[src/rtl/chcc_pkg.sv]
package chcc_pkg;

   localparam int HOUR_W     = 5;
   localparam int SAVED_W    = 8;
   localparam int MIN_W      = 6;
   localparam int SEC_W      = 6;
   localparam int DIAL_W     = 4;
   localparam int HDIFF_W    = 3;
   localparam int MINS_W     = 9;
   localparam int SECS_W     = 15;
   localparam int STEP_W     = 20;
   localparam int COMP_W     = 6;
   localparam int CSR_DATA_W = 32;
   localparam int CSR_ADDR_W = 3;

   localparam logic DIR_CW  = 1'b0;
   localparam logic DIR_CCW = 1'b1;

   localparam int DIAL_HOURS     = 12;
   localparam int HALF_DIAL      = 6;
   localparam int DAY_HOURS      = 24;
   localparam int MAX_SAVED_HOUR = 24;
   localparam int PER_MINUTE     = 60;
   localparam int STEPS_PER_SEC  = 22;
   localparam int QUARTER_SHIFT  = 2;

   localparam logic [COMP_W-1:0] COMP_RESET = COMP_W'(5);

   // register index, taken from the word address of the bus
   localparam logic [CSR_ADDR_W-3:0] REG_COMPENSATION = '0;

   typedef struct packed {
      logic [SAVED_W-1:0] saved_hour_byte;
      logic [MIN_W-1:0]   saved_minute;
      logic [SEC_W-1:0]   saved_second;
      logic [HOUR_W-1:0]  current_hour;
      logic [MIN_W-1:0]   current_minute;
      logic [SEC_W-1:0]   current_second;
   } chcc_req_type;

   typedef struct packed {
      logic              status;
      logic              direction;
      logic [SECS_W-1:0] seconds_to_move;
      logic [STEP_W-1:0] step_count;
   } chcc_rsp_type;

   typedef struct packed {
      logic              error;
      logic              direction;
      logic [MINS_W-1:0] minutes;
      logic [SEC_W-1:0]  saved_second;
      logic [SEC_W-1:0]  current_second;
   } chcc_mins_type;

   typedef struct packed {
      logic              error;
      logic              direction;
      logic [SECS_W-1:0] seconds;
   } chcc_secs_type;

endpackage

[src/rtl/chcc_csr.sv]
module chcc_csr (
   input  logic                                clock,
   input  logic                                reset,
   input  logic                                csr_psel,
   input  logic                                csr_penable,
   input  logic                                csr_pwrite,
   input  logic [chcc_pkg::CSR_ADDR_W-1:0]     csr_paddr,
   input  logic [chcc_pkg::CSR_DATA_W-1:0]     csr_pwdata,
   output logic [chcc_pkg::CSR_DATA_W-1:0]     csr_prdata,
   output logic                                csr_pready,
   output logic [chcc_pkg::COMP_W-1:0]         compensation
);
   import chcc_pkg::*;

   logic [COMP_W-1:0]     comp_ff;
   logic [COMP_W-1:0]     comp_in;
   logic [CSR_ADDR_W-3:0] reg_index;
   logic                  write_en;

   assign reg_index  = csr_paddr[CSR_ADDR_W-1:2];
   assign write_en   = csr_psel && csr_penable && csr_pwrite;
   assign csr_pready = 1'b1;

   always_comb begin
      comp_in = comp_ff;
      unique case (reg_index)
         REG_COMPENSATION: begin
            if (write_en) begin
               comp_in = csr_pwdata[COMP_W-1:0];
            end
            csr_prdata = CSR_DATA_W'(comp_ff);
         end
         default: begin
            csr_prdata = '0;
         end
      endcase
   end

   always_ff @(posedge clock) begin
      if (reset) begin
         comp_ff <= COMP_RESET;
      end else begin
         comp_ff <= comp_in;
      end
   end

   assign compensation = comp_ff;

endmodule

[src/rtl/chcc_dial.sv]
module chcc_dial (
   input  logic                    clock,
   input  logic                    reset,
   input  logic                    in_valid,
   output logic                    in_stall,
   input  chcc_pkg::chcc_req_type  in_data,
   output logic                    out_valid,
   input  logic                    out_stall,
   output chcc_pkg::chcc_mins_type out_data
);
   import chcc_pkg::*;

   function automatic logic [DIAL_W-1:0] fold_dial(input logic [HOUR_W-1:0] h);
      logic [DIAL_W-1:0] r;
      if (h == '0) begin
         r = DIAL_W'(DIAL_HOURS);
      end else if (h > HOUR_W'(DIAL_HOURS)) begin
         r = DIAL_W'(h - HOUR_W'(DIAL_HOURS));
      end else begin
         r = h[DIAL_W-1:0];
      end
      return r;
   endfunction

   // hour stage
   logic               v1_ff;
   logic               err1_ff, err1_in;
   logic               dir1_ff, dir1_in;
   logic [HDIFF_W-1:0] hd1_ff, hd1_in;
   logic [MIN_W-1:0]   sm1_ff, cm1_ff;
   logic [SEC_W-1:0]   ss1_ff, cs1_ff;

   // minute stage
   logic               v2_ff;
   chcc_mins_type      mins2_ff, mins2_in;

   logic               en1, en2;
   logic [6:0]         saved_hour;
   logic [HOUR_W-1:0]  cur_hour;
   logic [DIAL_W-1:0]  sh_dial, ch_dial, hdiff;
   logic [MINS_W-1:0]  mins_base;
   logic [MIN_W-1:0]   mdiff;

   assign en2      = !v2_ff || !out_stall;
   assign en1      = !v1_ff || en2;
   assign in_stall = !en1;

   always_comb begin
      saved_hour = in_data.saved_hour_byte[6:0];
      err1_in    = saved_hour > 7'(MAX_SAVED_HOUR);
      cur_hour   = (in_data.current_hour >= HOUR_W'(DAY_HOURS)) ?
                   in_data.current_hour - HOUR_W'(DAY_HOURS) : in_data.current_hour;
      sh_dial    = fold_dial(saved_hour[HOUR_W-1:0]);
      ch_dial    = fold_dial(cur_hour);
      hdiff      = (ch_dial >= sh_dial) ? ch_dial - sh_dial : sh_dial - ch_dial;
      // go the short way round once half the dial is reached
      if (hdiff >= DIAL_W'(HALF_DIAL)) begin
         hd1_in  = HDIFF_W'(DIAL_W'(DIAL_HOURS) - hdiff);
         dir1_in = (ch_dial > sh_dial) ? DIR_CCW : DIR_CW;
      end else begin
         hd1_in  = hdiff[HDIFF_W-1:0];
         dir1_in = (ch_dial >= sh_dial) ? DIR_CW : DIR_CCW;
      end
   end

   always_comb begin
      mins_base              = MINS_W'(hd1_ff) * MINS_W'(PER_MINUTE);
      mdiff                  = (cm1_ff >= sm1_ff) ? cm1_ff - sm1_ff : sm1_ff - cm1_ff;
      mins2_in.error         = err1_ff;
      mins2_in.saved_second  = ss1_ff;
      mins2_in.current_second = cs1_ff;
      mins2_in.direction     = dir1_ff;
      if ((dir1_ff == DIR_CW) == (cm1_ff >= sm1_ff)) begin
         mins2_in.minutes = mins_base + MINS_W'(mdiff);
      end else begin
         // nothing left to take from: reverse instead
         if (mins_base == '0) begin
            mins2_in.direction = !dir1_ff;
         end
         mins2_in.minutes = (mins_base >= MINS_W'(mdiff)) ?
                            mins_base - MINS_W'(mdiff) : MINS_W'(mdiff) - mins_base;
      end
   end

   always_ff @(posedge clock) begin
      if (reset) begin
         v1_ff <= 1'b0;
         v2_ff <= 1'b0;
      end else begin
         if (en1) begin
            v1_ff <= in_valid;
         end
         if (en2) begin
            v2_ff <= v1_ff;
         end
      end
   end

   always_ff @(posedge clock) begin
      if (en1 && in_valid) begin
         err1_ff <= err1_in;
         dir1_ff <= dir1_in;
         hd1_ff  <= hd1_in;
         sm1_ff  <= in_data.saved_minute;
         cm1_ff  <= in_data.current_minute;
         ss1_ff  <= in_data.saved_second;
         cs1_ff  <= in_data.current_second;
      end
      if (en2 && v1_ff) begin
         mins2_ff <= mins2_in;
      end
   end

   assign out_valid = v2_ff;
   assign out_data  = mins2_ff;

endmodule

[src/rtl/chcc_secs.sv]
module chcc_secs (
   input  logic                        clock,
   input  logic                        reset,
   input  logic [chcc_pkg::COMP_W-1:0] compensation,
   input  logic                        in_valid,
   output logic                        in_stall,
   input  chcc_pkg::chcc_mins_type     in_data,
   output logic                        out_valid,
   input  logic                        out_stall,
   output chcc_pkg::chcc_secs_type     out_data
);
   import chcc_pkg::*;

   logic          v3_ff, v4_ff;
   chcc_secs_type secs3_ff, secs3_in;
   chcc_secs_type secs4_ff, secs4_in;
   logic          en3, en4;
   logic [SECS_W-1:0] secs_base;
   logic [SEC_W-1:0]  sdiff;

   assign en4      = !v4_ff || !out_stall;
   assign en3      = !v3_ff || en4;
   assign in_stall = !en3;

   always_comb begin
      secs_base          = SECS_W'(in_data.minutes) * SECS_W'(PER_MINUTE);
      sdiff              = (in_data.current_second >= in_data.saved_second) ?
                           in_data.current_second - in_data.saved_second :
                           in_data.saved_second - in_data.current_second;
      secs3_in.error     = in_data.error;
      secs3_in.direction = in_data.direction;
      if ((in_data.direction == DIR_CW) ==
          (in_data.saved_second <= in_data.current_second)) begin
         secs3_in.seconds = secs_base + SECS_W'(sdiff);
      end else begin
         if (secs_base == '0) begin
            secs3_in.direction = !in_data.direction;
         end
         secs3_in.seconds = (secs_base >= SECS_W'(sdiff)) ?
                            secs_base - SECS_W'(sdiff) : SECS_W'(sdiff) - secs_base;
      end
   end

   always_comb begin
      secs4_in.error     = secs3_ff.error;
      secs4_in.direction = secs3_ff.direction;
      if (secs3_ff.error) begin
         secs4_in.direction = DIR_CW;
         secs4_in.seconds   = '0;
      end else if (secs3_ff.direction == DIR_CW) begin
         secs4_in.seconds = secs3_ff.seconds + SECS_W'(compensation);
      end else begin
         // clamp at zero rather than wrap
         secs4_in.seconds = (secs3_ff.seconds >= SECS_W'(compensation)) ?
                            secs3_ff.seconds - SECS_W'(compensation) : '0;
      end
   end

   always_ff @(posedge clock) begin
      if (reset) begin
         v3_ff <= 1'b0;
         v4_ff <= 1'b0;
      end else begin
         if (en3) begin
            v3_ff <= in_valid;
         end
         if (en4) begin
            v4_ff <= v3_ff;
         end
      end
   end

   always_ff @(posedge clock) begin
      if (en3 && in_valid) begin
         secs3_ff <= secs3_in;
      end
      if (en4 && v3_ff) begin
         secs4_ff <= secs4_in;
      end
   end

   assign out_valid = v4_ff;
   assign out_data  = secs4_ff;

endmodule

[src/rtl/chcc_step.sv]
module chcc_step (
   input  logic                    clock,
   input  logic                    reset,
   input  logic                    in_valid,
   output logic                    in_stall,
   input  chcc_pkg::chcc_secs_type in_data,
   output logic                    out_valid,
   input  logic                    out_stall,
   output chcc_pkg::chcc_rsp_type  out_data
);
   import chcc_pkg::*;

   logic         v5_ff;
   chcc_rsp_type rsp_ff, rsp_in;
   logic         en5;

   assign en5      = !v5_ff || !out_stall;
   assign in_stall = !en5;

   always_comb begin
      rsp_in.status          = in_data.error;
      rsp_in.direction       = in_data.direction;
      rsp_in.seconds_to_move = in_data.seconds;
      // 22.25 microsteps per dial second
      rsp_in.step_count      = STEP_W'(in_data.seconds) * STEP_W'(STEPS_PER_SEC) +
                               STEP_W'(in_data.seconds >> QUARTER_SHIFT);
   end

   always_ff @(posedge clock) begin
      if (reset) begin
         v5_ff <= 1'b0;
      end else if (en5) begin
         v5_ff <= in_valid;
      end
   end

   always_ff @(posedge clock) begin
      if (en5 && in_valid) begin
         rsp_ff <= rsp_in;
      end
   end

   assign out_valid = v5_ff;
   assign out_data  = rsp_ff;

endmodule

[src/rtl/clock_hand_catchup_calculator.sv]
// Works out how far and which way a 12-hour stepper dial must move to catch
// up from a saved time to the current time: direction, dial seconds after the
// compensation register is applied, and microsteps (seconds times 22.25).
// A saved hour above 24 (recovery flag in bit 7 ignored) returns status 1 with
// all other fields zero. Five register stages (hours, minutes, seconds,
// compensation, step count); rsp_valid rises once a request has passed
// through all five. A new request is taken every cycle while req_stall is
// low; req_stall rises only when all five stages hold a request and
// rsp_stall is high, and while the output is stalled the empty stages
// still fill.
// compensation_seconds sits at byte address 0 and resets to 5; write it only
// while no request is in flight.
module clock_hand_catchup_calculator (
   input  logic                                clock,
   input  logic                                reset,
   input  logic                                req_valid,
   output logic                                req_stall,
   input  chcc_pkg::chcc_req_type              req_data,
   output logic                                rsp_valid,
   input  logic                                rsp_stall,
   output chcc_pkg::chcc_rsp_type              rsp_data,
   input  logic                                csr_psel,
   input  logic                                csr_penable,
   input  logic                                csr_pwrite,
   input  logic [chcc_pkg::CSR_ADDR_W-1:0]     csr_paddr,
   input  logic [chcc_pkg::CSR_DATA_W-1:0]     csr_pwdata,
   output logic [chcc_pkg::CSR_DATA_W-1:0]     csr_prdata,
   output logic                                csr_pready
);
   import chcc_pkg::*;

   logic [COMP_W-1:0] compensation;
   chcc_mins_type     mins_data;
   chcc_secs_type     secs_data;
   logic              mins_valid, mins_stall;
   logic              secs_valid, secs_stall;

   chcc_csr u_csr (
      .clock        (clock),
      .reset        (reset),
      .csr_psel     (csr_psel),
      .csr_penable  (csr_penable),
      .csr_pwrite   (csr_pwrite),
      .csr_paddr    (csr_paddr),
      .csr_pwdata   (csr_pwdata),
      .csr_prdata   (csr_prdata),
      .csr_pready   (csr_pready),
      .compensation (compensation)
   );

   chcc_dial u_dial (
      .clock     (clock),
      .reset     (reset),
      .in_valid  (req_valid),
      .in_stall  (req_stall),
      .in_data   (req_data),
      .out_valid (mins_valid),
      .out_stall (mins_stall),
      .out_data  (mins_data)
   );

   chcc_secs u_secs (
      .clock        (clock),
      .reset        (reset),
      .compensation (compensation),
      .in_valid     (mins_valid),
      .in_stall     (mins_stall),
      .in_data      (mins_data),
      .out_valid    (secs_valid),
      .out_stall    (secs_stall),
      .out_data     (secs_data)
   );

   chcc_step u_step (
      .clock     (clock),
      .reset     (reset),
      .in_valid  (secs_valid),
      .in_stall  (secs_stall),
      .in_data   (secs_data),
      .out_valid (rsp_valid),
      .out_stall (rsp_stall),
      .out_data  (rsp_data)
   );

   // an error result carries nothing else
   a_error_fields_zero : assert property (@(posedge clock) disable iff (reset)
      rsp_valid && rsp_data.status |->
         rsp_data.direction == DIR_CW && rsp_data.seconds_to_move == '0 &&
         rsp_data.step_count == '0)
      else $error("error result with nonzero fields");

   // microstep count agrees with the dial seconds
   a_step_count : assert property (@(posedge clock) disable iff (reset)
      rsp_valid |->
         rsp_data.step_count ==
            STEP_W'(rsp_data.seconds_to_move) * STEP_W'(STEPS_PER_SEC) +
            STEP_W'(rsp_data.seconds_to_move >> QUARTER_SHIFT))
      else $error("step count mismatch");

   // the input can only be held back by a result waiting at the output
   a_stall_source : assert property (@(posedge clock) disable iff (reset)
      req_stall |-> rsp_valid && rsp_stall)
      else $error("request stalled with output free");

   // seconds never exceed six hours plus stray minute and second values and the largest compensation
   a_seconds_bound : assert property (@(posedge clock) disable iff (reset)
      rsp_valid |-> rsp_data.seconds_to_move <= SECS_W'(25506))
      else $error("seconds out of range");

endmodule

[config.mk]
export PLATFORM = sky130hd
export DESIGN_NAME = clock_hand_catchup_calculator
export DESIGN_NICKNAME = d
export VERILOG_FILES = /design/src/rtl/chcc_pkg.sv /design/src/rtl/chcc_csr.sv /design/src/rtl/chcc_dial.sv /design/src/rtl/chcc_secs.sv /design/src/rtl/chcc_step.sv /design/src/rtl/clock_hand_catchup_calculator.sv
export SDC_FILE = /design/constraint.sdc
export NUM_CORES = 1
export LEC_CHECK = 0
export CORE_MARGIN = 4
export CORE_UTILIZATION = 65
export CTS_CLUSTER_SIZE = 8
export DETAILED_ROUTE_END_ITERATION = 8
export DONT_BUFFER_PORTS = 1
export GPL_TIMING_DRIVEN = 0
export PLACE_DENSITY = 0.81
export SLEW_MARGIN = 25
export SYNTH_ARGS = -nofsm -noshare
export SYNTH_HDL_FRONTEND = slang
export SYNTH_SLANG_ARGS = --single-unit
[constraint.sdc]
create_clock -name clock -period 5.3 [get_ports clock]
set_input_delay 0 -clock clock [delete_from_list [all_inputs] [get_ports clock]]
set_output_delay 0 -clock clock [all_outputs]
set_load 0.01 [all_outputs]
# [Yosys cells after proc, flatten, opt, wreduce, memory -nomap -nowiden]
# Cells that the tools add are included.
[totals] reg_bits=134 input_bits=79
[classes] add_sub_neg=19 n_mul=3 order_cmp=13 n_eq_ne=2 n_mux=23 bitwise=3 n_reduce_logical=26
[op_table] cell="15-bit 2-to-1 mux" count=4
[op_table] cell="15-bit by 6-bit adder with 15-bit output" count=2
[op_table] cell="15-bit by 6-bit >= comparator with 1-bit output" count=2
[op_table] cell="15-bit by 6-bit subtractor with 15-bit output" count=2
[op_table] cell="6-bit subtractor" count=4
[op_table] cell="20-bit by 13-bit adder with 20-bit output" count=1
[op_table] cell="4-bit 2-to-1 mux" count=5
[op_table] cell="15-bit by 4-bit multiplier with 19-bit output (second input constant)" count=1
[op_table] cell="6-bit 2-to-1 mux" count=3
[op_table] cell="9-bit 2-to-1 mux" count=2
[op_table] cell="15-bit zero test" count=1
[op_table] cell="6-bit by 15-bit subtractor with 15-bit output" count=1
[op_table] cell="9-bit by 4-bit multiplier with 13-bit output (second input constant)" count=1
[op_table] cell="6-bit >= comparator" count=2
[op_table] cell="5-bit by 4-bit greater-than comparator with 1-bit output (second input constant)" count=2
[op_table] cell="5-bit zero test" count=2
[op_table] cell="9-bit by 6-bit adder with 9-bit output" count=1
[op_table] cell="9-bit by 6-bit >= comparator with 1-bit output" count=1
[op_table] cell="1-bit zero test" count=9
[op_table] cell="9-bit zero test" count=1
[op_table] cell="6-bit by 9-bit subtractor with 9-bit output" count=1
[op_table] cell="9-bit by 6-bit subtractor with 9-bit output" count=1
[op_table] cell="4-bit subtractor" count=2
[op_table] cell="4-bit subtractor (second input constant)" count=2
[op_table] cell="other kinds (17)" count=36

# [Depth between registers and ports, before layout]
[depth] word_depth=9 mapped_depth=23 ltp_nobuf=23

# [Hierarchy]
# From an unflattened synthesis, not the netlist that was laid out.
[unflattened] cells_unflattened=1261 area_unflattened_um2=12264.3
[by_module_without_submodules] module="chcc_secs" n_inst=1 cells_each=575 area_each_um2=4890.9 seq_area_each_um2=1061.0
[by_module_without_submodules] module="chcc_dial" n_inst=1 cells_each=327 area_each_um2=3647.2 seq_area_each_um2=1601.5
[by_module_without_submodules] module="chcc_step" n_inst=1 cells_each=297 area_each_um2=3193.1 seq_area_each_um2=1101.1
[by_module_without_submodules] module="chcc_csr" n_inst=1 cells_each=62 area_each_um2=533.0 seq_area_each_um2=120.1

# [Worst setup path before layout]
# OpenSTA, ideal clock, no wires.
[synth_timing] kind="flip-flop to flip-flop" startpoint="register u_dial.cm1_ff[0]" endpoint="register u_dial.mins2_ff (netlist bit u_dial.out_data[18]), data pin" setup_ns=0.271 t_arrival_ns=4.636 t_required_ns=5.029 path_slack_ns=0.394 path_stages_with_launch=24 synth_period_minus_slack_ns=4.906 path_cell_list="edfxtp_1 -> inv_1 -> ha_1 -> inv_1 -> fa_1 -> a211oi_1 -> o21ai_1 -> nand2_1 -> mux2i_1 -> a221o_1 -> a21o_1 -> a21boi_0 -> o21ai_0 -> xor2_1 -> ha_1 -> inv_1 -> a21oi_1 -> o31ai_1 -> or4_1 -> nor2_2 -> mux2i_1 -> nor2_1 -> o21ai_1 -> xor2_1"
[synth_rtl] item="start, declared" line="chcc_dial.sv:30" text="logic [MIN_W-1:0] sm1_ff, cm1_ff;"
[synth_rtl] item="start signal, assigned" line="chcc_dial.sv:105" text="cm1_ff <= in_data.current_minute;"
[synth_rtl] item="end signal, assigned" line="chcc_dial.sv:110" text="mins2_ff <= mins2_in;"
[synth_rtl] item="end, declared" line="chcc_dial.sv:35" text="chcc_mins_type mins2_ff, mins2_in;"

==> Implementation_results.wiki <==
{| class="wikitable"
! Metric !! Value
|-
| Count of mapped cells out of synthesis || 1194
|-
| Count of buffers inserted at the top-level ports || 0
|-
| Critical Path Source Type || flip-flop
|-
| Number of DRC markers in iteration 0 || 554
|-
| Starting density of the core || 66.8%
|-
| Number of different library cells in the post-synthesis netlist || 80
|-
| Slowest CP cell || sky130_fd_sc_hd__or4_4
|-
| Outcome || completed
|-
| Time the final worst path needs with I/O delays and setup || 5.15 ns
|-
| DR vias || 8928
|-
| Total global routing overflow || 0
|-
| Sinks on the clock net || 133
|-
| Total Die Area || 0.0201 mm2
|-
| Summed area of non-filler cells in the final layout || 0.0132 mm2
|-
| Worst rel slew slack || 41.5%
|-
| Final Routed Wirelength || 25700 um
|-
| Data required time at the worst endpoint || 5.46 ns
|-
| Most instantiated library cell after synthesis || sky130_fd_sc_hd__inv_1
|-
| Crit path setup slack, layout || 0.148 ns
|-
| Setup crit end kind || flip-flop
|-
| Cell area after synthesis || 0.0116 mm2
|-
| Post-detailed-placement cell area || 0.0121 mm2
|-
| Class of the worst hold path || in -> out
|-
| Setup Crit Path Kind || reg -> reg
|-
| DIE HEIGHT || 142 um
|-
| Share of the yosys chip area belonging to registers || 33.4%
|-
| Detailed-placement wirelength estimate || 18900 um
|-
| Cell leakage power || 5.93 nW
|-
| Worst Hold Slack || 0.0454 ns
|-
| # setup viols final || 0
|-
| # diodes || 0
|-
| Number of max-cap violations || 0
|-
| Largest net degree at the start of global routing || 29
|-
| Period utilization || 97.2%
|-
| # DRC || 0
|-
| GRT Util Overall || 25.7%
|-
| Finished Layout Cells || 1520
|-
| Area contributors post-synth || sky130_fd_sc_hd__edfxtp_1 31%, sky130_fd_sc_hd__ha_1 16%, sky130_fd_sc_hd__fa_1 7.4%
|-
| Number of flops mapped to enable cells by yosys || 122
|-
| Drt via density || 5.87
|-
| Data arrival time at the worst-slack endpoint || 5.31 ns
|-
| Synthesized area per cell || 9.75 um2
|-
| Routing layer with the top usage in global route || met2
|-
| Count of antenna-violating nets left after detailed routing || 0
|-
| Buffers plus inverters on the worst setup path || 3
|-
| Cell seen most often among critical-path stages || sky130_fd_sc_hd__inv_1
|-
| Number of cells in the design after placement || 1448
|-
| Post-synth top area share || 31.5%
|-
| Final RePlAce weighted congestion || 0.935
|-
| Met3 track demand over resource || 4.11%
|-
| Number of antenna violations at the first check in global routing || 0
|-
| Clock skew || 0.0141 ns
|-
| Clock transition at the registers of the reported paths || 0.08 ns
|-
| # H-tree levels || 4
|-
| Final-layout setup total negative slack || 0 ns
|-
| Area of the core || 0.0174 mm2
|-
| Worst-path maximum fanout || 7
|-
| Master cell of the clock root buffer || sky130_fd_sc_hd__clkbuf_16
|-
| Unrepaired setup endpoints after global routing || true
|-
| Clock latency on the worst-skew pair || 0.44 ns
|-
| Slew @ Worst Pin || 0.873 ns
|-
| Yosys warning total || 0
|-
| Delay of the slowest critical-path stage || 0.53 ns
|-
| Detailed-route wire length per cell || 16.9 um
|-
| Nets || 1550
|-
| Pre-CTS WS || -0.377 ns
|-
| Clock tree from TritonCTS || built
|-
| CP Cell Sequence || inv_1 -> ha_1 -> inv_1 -> fa_1 -> a211oi_2 -> o21ai_2 -> nand2_2 -> mux2i_1 -> a221o_1 -> a21o_1 -> a21boi_1 -> o21ai_2 -> xor2_2 -> ha_4 -> inv_1 -> a21oi_1 -> o31ai_1 -> or4_4 -> o31a_1 -> a211o_1 -> o21ai_1 -> xor2_1
|-
| Row Count || 48
|-
| Number of filler cells placed in the layout || 1203
|-
| Count of pins on the block boundary || 151
|-
| Clock buffer count from CTS || 17
|-
| Met1 Track Usage GR || 30.4%
|-
| Synthesis-to-finish area growth || 13.3%
|-
| Via count of the first global-routing pass || 8848
|-
| Wire length of the first global-routing pass || 41800 um
|-
| Commonest cells in the netlist || 181 x sky130_fd_sc_hd__inv_1, 146 x sky130_fd_sc_hd__ha_1, 122 x sky130_fd_sc_hd__edfxtp_1
|-
| Count of final max-slew check failures || 0
|-
| Synthesized flop and latch total || 133
|-
| Met2 Track Usage GR || 46.9%
|-
| Floorplan die width || 142 um
|-
| Number of failing hold endpoints at the final stage || 0
|-
| VDD IR max || 0.786 mV
|-
| Maximum clock path buffer count || 2
|-
| FFs w/ async S/R, synth || 0%
|-
| Pre-antenna DRT Iters || 5
|-
| Kind of cell adding the most delay to the critical path || compound AO/OA/AOI/OAI gates
|-
| Cell type with the largest total area after synthesis || sky130_fd_sc_hd__edfxtp_1
|-
| Maximum achievable frequency || 194 MHz
|-
| Power density over cell area || 716 mW/mm2
|-
| Most common flop cell mapped by yosys || sky130_fd_sc_hd__edfxtp_1
|-
| Share of final-layout standard cells stronger than drive strength 1 || 8.57%
|}
registers in the layout (all words and copies together), names as in the netlist:
| signal | flops |
|---|---|
| u_secs.secs3_ff | 17 |
| u_step.out_data | 36 |
| u_dial.sm1_ff | 6 |
| u_dial.out_valid | 1 |
| u_dial.dir1_ff | 1 |
| u_secs.out_data | 17 |
| u_dial.out_data | 23 |
| u_secs.v3_ff | 1 |
| u_dial.v1_ff | 1 |
| u_dial.err1_ff | 1 |
| u_secs.out_valid | 1 |
| u_dial.cs1_ff | 6 |
| u_csr.compensation | 6 |
| u_dial.hd1_ff | 3 |
| u_dial.ss1_ff | 6 |
| u_dial.cm1_ff | 6 |
| u_step.out_valid | 1 |
layout make-up:
cell class,count,area [um2],share of cell area [%]
Tap cell,225,282,2.14
Timing Repair Buffer,45,482,3.65
Clock buffer,17,425,3.23
Clock inverter,15,165,1.25
Sequential cell,133,3880,29.5
Buffer,51,304,2.31
Multi-Input combinational cell,853,6960,52.8
Inverter,181,679,5.15
layout by cell type (no fill, tap or decap), types with 8 or more instances in the layout:
cell type / synthesis / layout
sky130_fd_sc_hd__inv_1: 181 / 181
sky130_fd_sc_hd__ha_1: 146 / 144
sky130_fd_sc_hd__edfxtp_1: 122 / 122
sky130_fd_sc_hd__nor2_1: 108 / 107
sky130_fd_sc_hd__a21oi_1: 65 / 65
sky130_fd_sc_hd__nand2_1: 47 / 46
sky130_fd_sc_hd__fa_1: 43 / 43
sky130_fd_sc_hd__xnor2_1: 42 / 41
sky130_fd_sc_hd__o21ai_0: 38 / 37
sky130_fd_sc_hd__dlygate4sd3_1: 0 / 35
sky130_fd_sc_hd__buf_4: 28 / 34
sky130_fd_sc_hd__conb_1: 2 / 27
sky130_fd_sc_hd__a21o_1: 23 / 23
sky130_fd_sc_hd__clkbuf_1: 22 / 21
sky130_fd_sc_hd__xor2_1: 22 / 21
sky130_fd_sc_hd__mux2i_1: 20 / 20
sky130_fd_sc_hd__nor3_1: 19 / 19
sky130_fd_sc_hd__clkbuf_16: 0 / 17
sky130_fd_sc_hd__nand4_1: 16 / 16
sky130_fd_sc_hd__a31oi_1: 15 / 14
sky130_fd_sc_hd__o21bai_1: 14 / 14
sky130_fd_sc_hd__a211oi_1: 14 / 13
sky130_fd_sc_hd__nand3_1: 12 / 12
sky130_fd_sc_hd__o21a_1: 11 / 11
sky130_fd_sc_hd__o211ai_1: 11 / 11
sky130_fd_sc_hd__dfxtp_1: 11 / 11
sky130_fd_sc_hd__nand2b_1: 10 / 10
sky130_fd_sc_hd__nor2b_1: 10 / 9
sky130_fd_sc_hd__and2_1: 8 / 8
metrics by stage:
stage | power, mW | utilization, %
after floorplan | 6.80 | -
after global placement | 7.88 | 69.0
after detailed placement | 8.08 | 69.7
after CTS | 9.33 | 75.3
after global routing | 10.3 | 75.7
final | 9.43 | 75.7
power breakdown:
part	switching [mW]	internal, mW	total (mW)
Sequential	0.133	1.52	1.66
Clock	0.542	0.630	1.17
Combinational	4.00	2.61	6.61
Total	4.67	4.76	9.43
metal layers:
| metal | vias up | wire length [um] |
|---|---|---|
| met5 | - | 0 |
| met4 | 0 | 626 |
| met3 | 65 | 1360 |
| met2 | 316 | 13400 |
| met1 | 4213 | 10300 |
| li1 | 4334 | - |
path summary, 6_finish.rpt:
kind / startpoint / to / slack (ns) / depth (start not counted)
min: csr_paddr[2] / csr_prdata[5] / 0.05 / 1
max reg2reg: u_dial.cm1_ff[0] / u_dial.out_data[18] / 0.15 / 22
min reg2reg: u_dial.err1_ff / u_dial.out_data[22] / 0.42 / 0
max: u_dial.cm1_ff[0] / u_dial.out_data[18] / 0.15 / 22
kinds of logic after synthesis:
family	after synthesis	share of synthesized area, %
other cells	2	0.0645
compound gates	271	16.2
flops	133	33.4
mux	24	2.11
buf+inv	233	8.48
xor+xnor	64	4.82
fa+ha+maj	189	23.1
simple gates	278	11.8
what timing repair did:
item / in CTS / in global routing
endpoints found under the hold margin: 48 / 0
hold buffers: 35 / 0
pin swaps: 3 / 1
resized for setup: 3 / 10
cloned: 0 / 0
endpoints found under the setup margin: 8 / 9
setup buffers: 4 / 2
Note: power is estimated with default switching activity, not from simulation.
